--- config.mk ---
export PLATFORM = sky130hd
export DESIGN_NAME = distinct_window_marker_detect_unit
export DESIGN_NICKNAME = d
export VERILOG_FILES = /design/src/dwmd_pkg.sv /design/src/distinct_window_marker_detect_unit.sv /design/src/dwmd_in_reg.sv /design/src/dwmd_cfg.sv /design/src/dwmd_core.sv
export VERILOG_INCLUDE_DIRS = /design/src /design/src/src
export SDC_FILE = /design/constraint.sdc
export NUM_CORES = 1
export LEC_CHECK = 0
export BUFFER_PORTS_ARGS = -buffer_cell sky130_fd_sc_hd__clkbuf_2
export CORE_MARGIN = 3
export CORE_UTILIZATION = 25
export DETAILED_ROUTE_END_ITERATION = 8
export MAX_ROUTING_LAYER = met4
export PLACE_DENSITY = 0.43
export SKIP_CTS_REPAIR_TIMING = 1
export SYNTH_ARGS = -nofsm -noshare
export SYNTH_HDL_FRONTEND = slang
export SYNTH_SLANG_ARGS = --single-unit
export TNS_END_PERCENT = 10
--- constraint.sdc ---
create_clock -name clk -period 6 [get_ports clk]
set_input_delay 1.2 -clock clk [delete_from_list [all_inputs] [get_ports clk]]
set_output_delay 1.2 -clock clk [all_outputs]
set_load 0.02 [all_outputs]
--- src/distinct_window_marker_detect_unit_defines.svh ---
// Assertion helpers used by the detector core.
// Each expects clk and rst_n in scope.
`ifndef DISTINCT_WINDOW_MARKER_DETECT_UNIT_DEFINES_SVH
`define DISTINCT_WINDOW_MARKER_DETECT_UNIT_DEFINES_SVH

// same-cycle implication
`define DWMD_ASSERT_IMP(name, ante, cons) \
    name: assert property (@(posedge clk) disable iff (!rst_n) (ante) |-> (cons)) \
        else $error("dwmd check failed");

// next-cycle implication
`define DWMD_ASSERT_NXT(name, ante, cons) \
    name: assert property (@(posedge clk) disable iff (!rst_n) (ante) |=> (cons)) \
        else $error("dwmd check failed");

`endif

--- src/dwmd_pkg.sv ---
`default_nettype none
package dwmd_pkg;

    localparam int SYM_W      = 8;
    localparam int POS_W      = 20;
    localparam int WL_W       = 4;
    localparam int WL_MIN     = 2;
    localparam int OUT_DATA_W = 24;
    localparam int ADDR_W     = 3;
    localparam int APB_W      = 32;

    localparam logic [WL_W-1:0] WL_RESET = 4'd4;

    // word index of each register (paddr[2])
    localparam logic REG_WINDOW_LENGTH = 1'b0;

    typedef struct packed {
        logic             valid;
        logic [SYM_W-1:0] symbol;
        logic             restart;
    } dwmd_item_t;

endpackage
`default_nettype wire

--- src/distinct_window_marker_detect_unit.sv ---
`default_nettype none
// Distinct-window marker detector.
// Slave stream: one symbol per transfer. s_tdata[7:0] = symbol, s_tuser = restart
// (clears run length, count and marker latch before this symbol is taken).
// Master stream: one result per input transfer, in order. m_tdata bit 0 = found
// (first symbol completing a window of window_length all-different symbols),
// bit 1 = marker_seen, bits 21:2 = position (1-based symbol count, saturating).
// APB register at address 0: window_length[3:0], reset 4, clamped to
// 2..MAX_WINDOW when used. Write only while the stream is idle.
// Path: the input register takes each transfer and the result register loads
// from it when the core is ready, so m_tvalid is high once that load is done.
// Throughput: one symbol per cycle while m_tready is high; the match search over
// the stored history and the result register sit in one stage.
// Stall: when m_tready is low the result register holds, the input register
// fills, and s_tready drops as soon as both hold a symbol; nothing is lost.
// Reset: asynchronous, active low; clears stream state and both valid flags,
// and sets window_length to 4.
module distinct_window_marker_detect_unit #(
    parameter int MAX_WINDOW = 14,
    parameter int COUNT_BITS = 20
)
(
    input  wire logic                            clk,
    input  wire logic                            rst_n,
    input  wire logic                            s_tvalid,
    output logic                                 s_tready,
    input  wire logic [dwmd_pkg::SYM_W-1:0]      s_tdata,  // [7:0] symbol
    input  wire logic                            s_tuser,  // [0] restart
    output logic                                 m_tvalid,
    input  wire logic                            m_tready,
    // [0] found, [1] marker_seen, [21:2] position, [23:22] zero
    output logic [dwmd_pkg::OUT_DATA_W-1:0]      m_tdata,
    input  wire logic                            psel,
    input  wire logic                            penable,
    input  wire logic                            pwrite,
    input  wire logic [dwmd_pkg::ADDR_W-1:0]     paddr,
    input  wire logic [dwmd_pkg::APB_W-1:0]      pwdata,
    output logic [dwmd_pkg::APB_W-1:0]           prdata,
    output logic                                 pready
);
    import dwmd_pkg::*;

    dwmd_item_t      item;
    logic            core_ready;
    logic [WL_W-1:0] window_length;

    dwmd_in_reg u_in_reg (
        .clk        (clk),
        .rst_n      (rst_n),
        .s_tvalid   (s_tvalid),
        .s_tready   (s_tready),
        .s_tdata    (s_tdata),
        .s_tuser    (s_tuser),
        .item       (item),
        .down_ready (core_ready)
    );

    dwmd_cfg u_cfg (
        .clk           (clk),
        .rst_n         (rst_n),
        .psel          (psel),
        .penable       (penable),
        .pwrite        (pwrite),
        .paddr         (paddr),
        .pwdata        (pwdata),
        .prdata        (prdata),
        .pready        (pready),
        .window_length (window_length)
    );

    dwmd_core #(
        .MAX_WINDOW (MAX_WINDOW),
        .COUNT_BITS (COUNT_BITS)
    ) u_core (
        .clk           (clk),
        .rst_n         (rst_n),
        .item          (item),
        .ready         (core_ready),
        .window_length (window_length),
        .m_tvalid      (m_tvalid),
        .m_tready      (m_tready),
        .m_tdata       (m_tdata)
    );

endmodule
`default_nettype wire

--- src/dwmd_in_reg.sv ---
`default_nettype none
module dwmd_in_reg
(
    input  wire logic                      clk,
    input  wire logic                      rst_n,
    input  wire logic                      s_tvalid,
    output logic                           s_tready,
    input  wire logic [dwmd_pkg::SYM_W-1:0] s_tdata,
    input  wire logic                      s_tuser,
    output dwmd_pkg::dwmd_item_t           item,
    input  wire logic                      down_ready
);
    import dwmd_pkg::*;

    logic             valid_reg;
    logic [SYM_W-1:0] symbol_reg;
    logic             restart_reg;

    assign s_tready = !valid_reg || down_ready;

    always_ff @(posedge clk or negedge rst_n)
    begin
        if (!rst_n)
        begin
            valid_reg <= 1'b0;
        end
        else if (s_tready)
        begin
            valid_reg <= s_tvalid;
        end
    end

    always_ff @(posedge clk)
    begin
        if (s_tvalid && s_tready)
        begin
            symbol_reg  <= s_tdata;
            restart_reg <= s_tuser;
        end
    end

    assign item.valid   = valid_reg;
    assign item.symbol  = symbol_reg;
    assign item.restart = restart_reg;

endmodule
`default_nettype wire

--- src/dwmd_cfg.sv ---
`default_nettype none
module dwmd_cfg
(
    input  wire logic                       clk,
    input  wire logic                       rst_n,
    input  wire logic                       psel,
    input  wire logic                       penable,
    input  wire logic                       pwrite,
    input  wire logic [dwmd_pkg::ADDR_W-1:0] paddr,
    input  wire logic [dwmd_pkg::APB_W-1:0]  pwdata,
    output logic [dwmd_pkg::APB_W-1:0]       prdata,
    output logic                            pready,
    output logic [dwmd_pkg::WL_W-1:0]        window_length
);
    import dwmd_pkg::*;

    logic [WL_W-1:0] window_length_reg;
    logic            wr_en;

    assign pready = 1'b1;
    // word decode: low address bits ignored
    assign wr_en  = psel && penable && pwrite && pready && (paddr[2] == REG_WINDOW_LENGTH);

    always_ff @(posedge clk or negedge rst_n)
    begin
        if (!rst_n)
        begin
            window_length_reg <= WL_RESET;
        end
        else if (wr_en)
        begin
            window_length_reg <= pwdata[WL_W-1:0];
        end
    end

    always_comb
    begin
        prdata = '0;
        if (paddr[2] == REG_WINDOW_LENGTH)
        begin
            prdata = {{(APB_W-WL_W){1'b0}}, window_length_reg};
        end
    end

    assign window_length = window_length_reg;

endmodule
`default_nettype wire

--- src/dwmd_core.sv ---
`default_nettype none
`include "distinct_window_marker_detect_unit_defines.svh"
module dwmd_core #(
    parameter int MAX_WINDOW = 14,
    parameter int COUNT_BITS = 20
)
(
    input  wire logic                          clk,
    input  wire logic                          rst_n,
    input  wire dwmd_pkg::dwmd_item_t          item,
    output logic                               ready,
    input  wire logic [dwmd_pkg::WL_W-1:0]     window_length,
    output logic                               m_tvalid,
    input  wire logic                          m_tready,
    output logic [dwmd_pkg::OUT_DATA_W-1:0]    m_tdata
);
    import dwmd_pkg::*;

    localparam int RUN_W = $clog2(MAX_WINDOW + 1);
    localparam int LEN_W = (RUN_W > WL_W) ? RUN_W : WL_W;
    localparam logic [LEN_W-1:0]      LEN_MIN = LEN_W'(WL_MIN);
    localparam logic [LEN_W-1:0]      LEN_MAX = LEN_W'(MAX_WINDOW);
    localparam logic [RUN_W-1:0]      RUN_MAX = RUN_W'(MAX_WINDOW);
    localparam logic [COUNT_BITS-1:0] CNT_MAX = '1;

    // newest symbol at index 0
    logic [SYM_W-1:0]      hist_reg [MAX_WINDOW];
    // length of the longest all-distinct run ending at the newest symbol, capped
    logic [RUN_W-1:0]      run_reg;
    logic [COUNT_BITS-1:0] cnt_reg;
    logic                  latched_reg;

    logic                  out_valid_reg;
    logic                  out_found_reg;
    logic                  out_seen_reg;
    logic [POS_W-1:0]      out_pos_reg;

    logic                  adv;
    logic [RUN_W-1:0]      run_cur;
    logic [COUNT_BITS-1:0] cnt_cur;
    logic                  latched_cur;
    logic                  hit_any;
    logic [RUN_W-1:0]      hit_dist;
    logic [RUN_W-1:0]      run_inc;
    logic [RUN_W-1:0]      run_next;
    logic [LEN_W-1:0]      wl_ext;
    logic [LEN_W-1:0]      len_eff;
    logic                  found_next;
    logic                  latched_next;
    logic [COUNT_BITS-1:0] cnt_next;
    logic [POS_W-1:0]      pos_next;

    assign ready = !out_valid_reg || m_tready;
    assign adv   = item.valid && ready;

    always_comb
    begin
        run_cur     = item.restart ? '0 : run_reg;
        cnt_cur     = item.restart ? '0 : cnt_reg;
        latched_cur = item.restart ? 1'b0 : latched_reg;

        // nearest earlier copy of the new symbol; stale entries beyond the
        // run never shorten it, so no fill tracking is needed
        hit_any  = 1'b0;
        hit_dist = '0;
        for (int k = MAX_WINDOW - 1; k >= 0; k--)
        begin
            if (hist_reg[k] == item.symbol)
            begin
                hit_any  = 1'b1;
                hit_dist = RUN_W'(k + 1);
            end
        end

        run_inc  = (run_cur == RUN_MAX) ? RUN_MAX : run_cur + RUN_W'(1);
        run_next = (hit_any && (hit_dist < run_inc)) ? hit_dist : run_inc;

        wl_ext = LEN_W'(window_length);
        priority if (wl_ext < LEN_MIN)
        begin
            len_eff = LEN_MIN;
        end
        else if (wl_ext > LEN_MAX)
        begin
            len_eff = LEN_MAX;
        end
        else
        begin
            len_eff = wl_ext;
        end

        found_next   = !latched_cur && (LEN_W'(run_next) >= len_eff);
        latched_next = latched_cur || found_next;
        cnt_next     = (cnt_cur == CNT_MAX) ? cnt_cur : cnt_cur + COUNT_BITS'(1);
    end

    generate
        if (COUNT_BITS >= POS_W)
        begin : g_pos_trunc
            assign pos_next = cnt_next[POS_W-1:0];
        end
        else
        begin : g_pos_ext
            assign pos_next = {{(POS_W-COUNT_BITS){1'b0}}, cnt_next};
        end
    endgenerate

    always_ff @(posedge clk or negedge rst_n)
    begin
        if (!rst_n)
        begin
            for (int k = 0; k < MAX_WINDOW; k++)
            begin
                hist_reg[k] <= '0;
            end
            run_reg       <= '0;
            cnt_reg       <= '0;
            latched_reg   <= 1'b0;
            out_valid_reg <= 1'b0;
        end
        else
        begin
            if (adv)
            begin
                hist_reg[0] <= item.symbol;
                for (int k = 1; k < MAX_WINDOW; k++)
                begin
                    hist_reg[k] <= hist_reg[k-1];
                end
                run_reg     <= run_next;
                cnt_reg     <= cnt_next;
                latched_reg <= latched_next;
            end
            if (ready)
            begin
                out_valid_reg <= item.valid;
            end
        end
    end

    always_ff @(posedge clk)
    begin
        if (adv)
        begin
            out_found_reg <= found_next;
            out_seen_reg  <= latched_next;
            out_pos_reg   <= pos_next;
        end
    end

    assign m_tvalid = out_valid_reg;
    assign m_tdata  = {{(OUT_DATA_W-POS_W-2){1'b0}}, out_pos_reg, out_seen_reg, out_found_reg};

    `DWMD_ASSERT_IMP(a_found_sets_seen, out_valid_reg && out_found_reg, out_seen_reg)
    `DWMD_ASSERT_IMP(a_found_matches_latch, out_valid_reg && out_found_reg, latched_reg)
    `DWMD_ASSERT_IMP(a_run_capped, 1'b1, run_reg <= RUN_MAX)
    `DWMD_ASSERT_NXT(a_latch_holds, adv && !item.restart && latched_reg, latched_reg)

endmodule
`default_nettype wire
==> impl_metrics.tcl <==
set metrics [dict create \
    cp-startpoint "u_in_reg.symbol_reg[5]" \
    vias 6292 \
    grt_pass1_vias 6250 \
    wire_per_inst_um 13.1 \
    antenna_found_initial 0 \
    final.min_clock_period_ps 4860 \
    grt_max_degree 108 \
    synth.most_common_cell "nand2_1" \
    r2r_start "u_in_reg.symbol_reg[5]" \
    grt_pass1_wl_um 32600 \
    irDropWorstVdd_mv 0.207 \
    grt_setup_unrepaired "false" \
    slew_headroom 0.302 \
    setup_viol 0 \
    slew_violations 0 \
    area_delta_synth_final_pct 11.4 \
    core_area_mm2 0.0361 \
    drt_iter0_markers 402 \
    first_pass_iters 4 \
    largest_reg_flops 112 \
    post_drt_via_cell_ratio 4.16 \
    fin_skew_ps 9.03 \
    max_stage_delay_ps 930 \
    max_cap_viol_count 0 \
    dieArea_mm2 0.0395 \
    hold_viol 0 \
    worstReg2RegEnd "u_core.out_seen_reg" \
    synth_edf_count 31 \
    io_pins 110 \
    finalNonFillerCells 1512 \
    yosysUniqueCellTypes 62 \
    dieWidth_um 199 \
    port_buffers 48 \
    cts_sinks 174 \
    rows 69 \
    critPathMaxFanout 14 \
    drc 0 \
    tns_ps 0 \
    dp_hpwl_um 12900 \
    cp.arrival_ps 5040 \
    cts_tree "built" \
    nNetsFinal 1099 \
    cp_slowest_cell "edfxtp_1" \
    ys_seq_elements 174 \
    tightest_slew_ps 1050 \
    cp-end-kind "flip-flop" \
    syn_area_mm2 0.00928 \
    ant_nets 0 \
    drive_gt1_frac 0.117 \
    hold_path.class "reg -> reg" \
    htree_levels 4 \
    synth-seq-area-share 0.486 \
    synth_top_cell_by_area "dfrtp_1" \
    start_kind "flip-flop" \
    start_util 0.257 \
    synth_top_area_frac 0.383 \
    required_ps 6180 \
    power_density_mw_per_mm2 347 \
    crit_type "reg -> reg" \
    clk_latency_ps 430 \
    n_antenna_cell 0 \
    globalRouteOverflowTotal 0 \
    cts_buffers 17 \
    r2r_cells 17 \
    path_cells "xor2_1 > nor4_1 > nand2_1 > o311ai_1 > a31oi_1 > o31a_1 > inv_1 > ha_1 > o211a_1 > o31a_1 > nor2_1 > mux2i_1 > ha_1 > a21o_1 > a21o_1 > a21oi_1 > nand2_1" \
    dp.cells 1480 \
    fin_crit_sh 0.810 \
    critPathCapture "u_core.out_seen_reg" \
    clock.fmax_ghz 0.206 \
    rrSetupSlack_ps 1140 \
    p_leak_nw 4.96 \
    synth_ff_type "dfrtp_1" \
    yosysWarnings 0 \
    path_clk_slew_ps 70 \
    status "finished clean" \
    globalplace.congestion 0.767 \
    synthTopCellsByArea "dfrtp_1 (38%), nand2_1 (16%), edfxtp_1 (10%), xor2_1 (7.8%), xnor2_1 (4.2%)" \
    cts_root_buf "clkbuf_16" \
    async_reset_ff_frac 0.822 \
    clk_path_buf_depth 2 \
    syn_inst 1010 \
    track_usage 0.107 \
    die_h_um 199 \
    synth_top_cells_by_count "nand2_1 (389), dfrtp_1 (142), xor2_1 (83), xnor2_1 (45), nor2_1 (42)" \
    finalWirelength_um 19800 \
    syn_avg_cell_area_um2 9.19 \
]
per-stage QoR:
step            util  cell area, um^2  hold WS (ps)  total power, mW  setup WS [ps]
6_report       0.287            10300           494             3.58           1140
5_1_grt        0.287            10300           526             3.84            761
4_1_cts        0.287            10300           499             3.65           1110
3_5_place_dp   0.271             9780           482             2.55           1170
3_3_place_gp   0.271             9780           480             2.54           1150
2_1_floorplan      -             9390           457             2.34           2100
layout make-up:
class,instances,area (um^2)
Timing Repair Buffer,63,372
Multi-Input combinational cell,775,4290
Inverter,7,28.8
Clock buffer,19,453
Tap cell,461,577
Clock inverter,13,113
Fill cell,3929,25700
Sequential cell,174,4510
worst min-delay path by stage:
stage | from | endpoint | slack [ps] | depth (start not counted)
after global routing | u_core.hist_reg[34] | u_core.hist_reg[26] | 530 | 2
after detailed placement | u_core.hist_reg[6] | u_core.hist_reg[6] | 480 | 2
final | u_core.hist_reg[6] | u_core.hist_reg[6] | 490 | 2
after CTS | u_core.hist_reg[6] | u_core.hist_reg[6] | 500 | 2
after global placement | u_core.hist_reg[6] | u_core.hist_reg[6] | 480 | 2
after floorplan | u_in_reg.valid_reg | u_core.m_tvalid | 460 | 1
placed cells by master, fill, tap and decap left out, types with 12 or more instances in the layout:
cell,n
o21ai_0,13
nor2_1,42
xnor2_1,45
dfrtp_1,142
nor4_1,15
xor2_1,83
nand2_1,388
mux2i_1,13
clkbuf_2,47
edfxtp_1,31
buf_4,14
clkbuf_16,17
conb_1,31
nand4_1,12
critical path, delay by kind of cell (launching register included):
family / cells / cell delay [ps]
simple gates: 4 / 820
fa+ha+maj: 2 / 480
mux: 1 / 220
xor+xnor: 1 / 140
buf+inv: 1 / 80
flops: 1 / 930
compound gates: 8 / 1920
power breakdown:
part / internal [mW] / switching (mW) / total, mW
Combinational: 0.328 / 0.448 / 0.776
Clock: 0.595 / 0.488 / 1.08
Sequential: 1.47 / 0.252 / 1.73
Total: 2.40 / 1.19 / 3.58
layer usage:
metal / GRT usage / share of wire / vias up
li1: - / - / 3273
met1: 0.140 / 0.49 / 2938
met2: 0.168 / 0.47 / 68
met3: 0.0241 / 0.031 / 13
met4: 0.0245 / 0.0099 / 0
met5: - / 0 / -
logic make-up after synthesis:
| kind of cell | share of synthesized area |
|---|---|
| adders and majority gates | 0.0135 |
| xor gates and xnor gates | 0.123 |
| muxes | 0.0225 |
| AOI/OAI and AO/OA | 0.0407 |
| buffers and inverters | 0.0643 |
| DFF | 0.486 |
| and+or+nand+nor | 0.250 |
| other | 0.000809 |
Power figures use the tool's default switching activity.
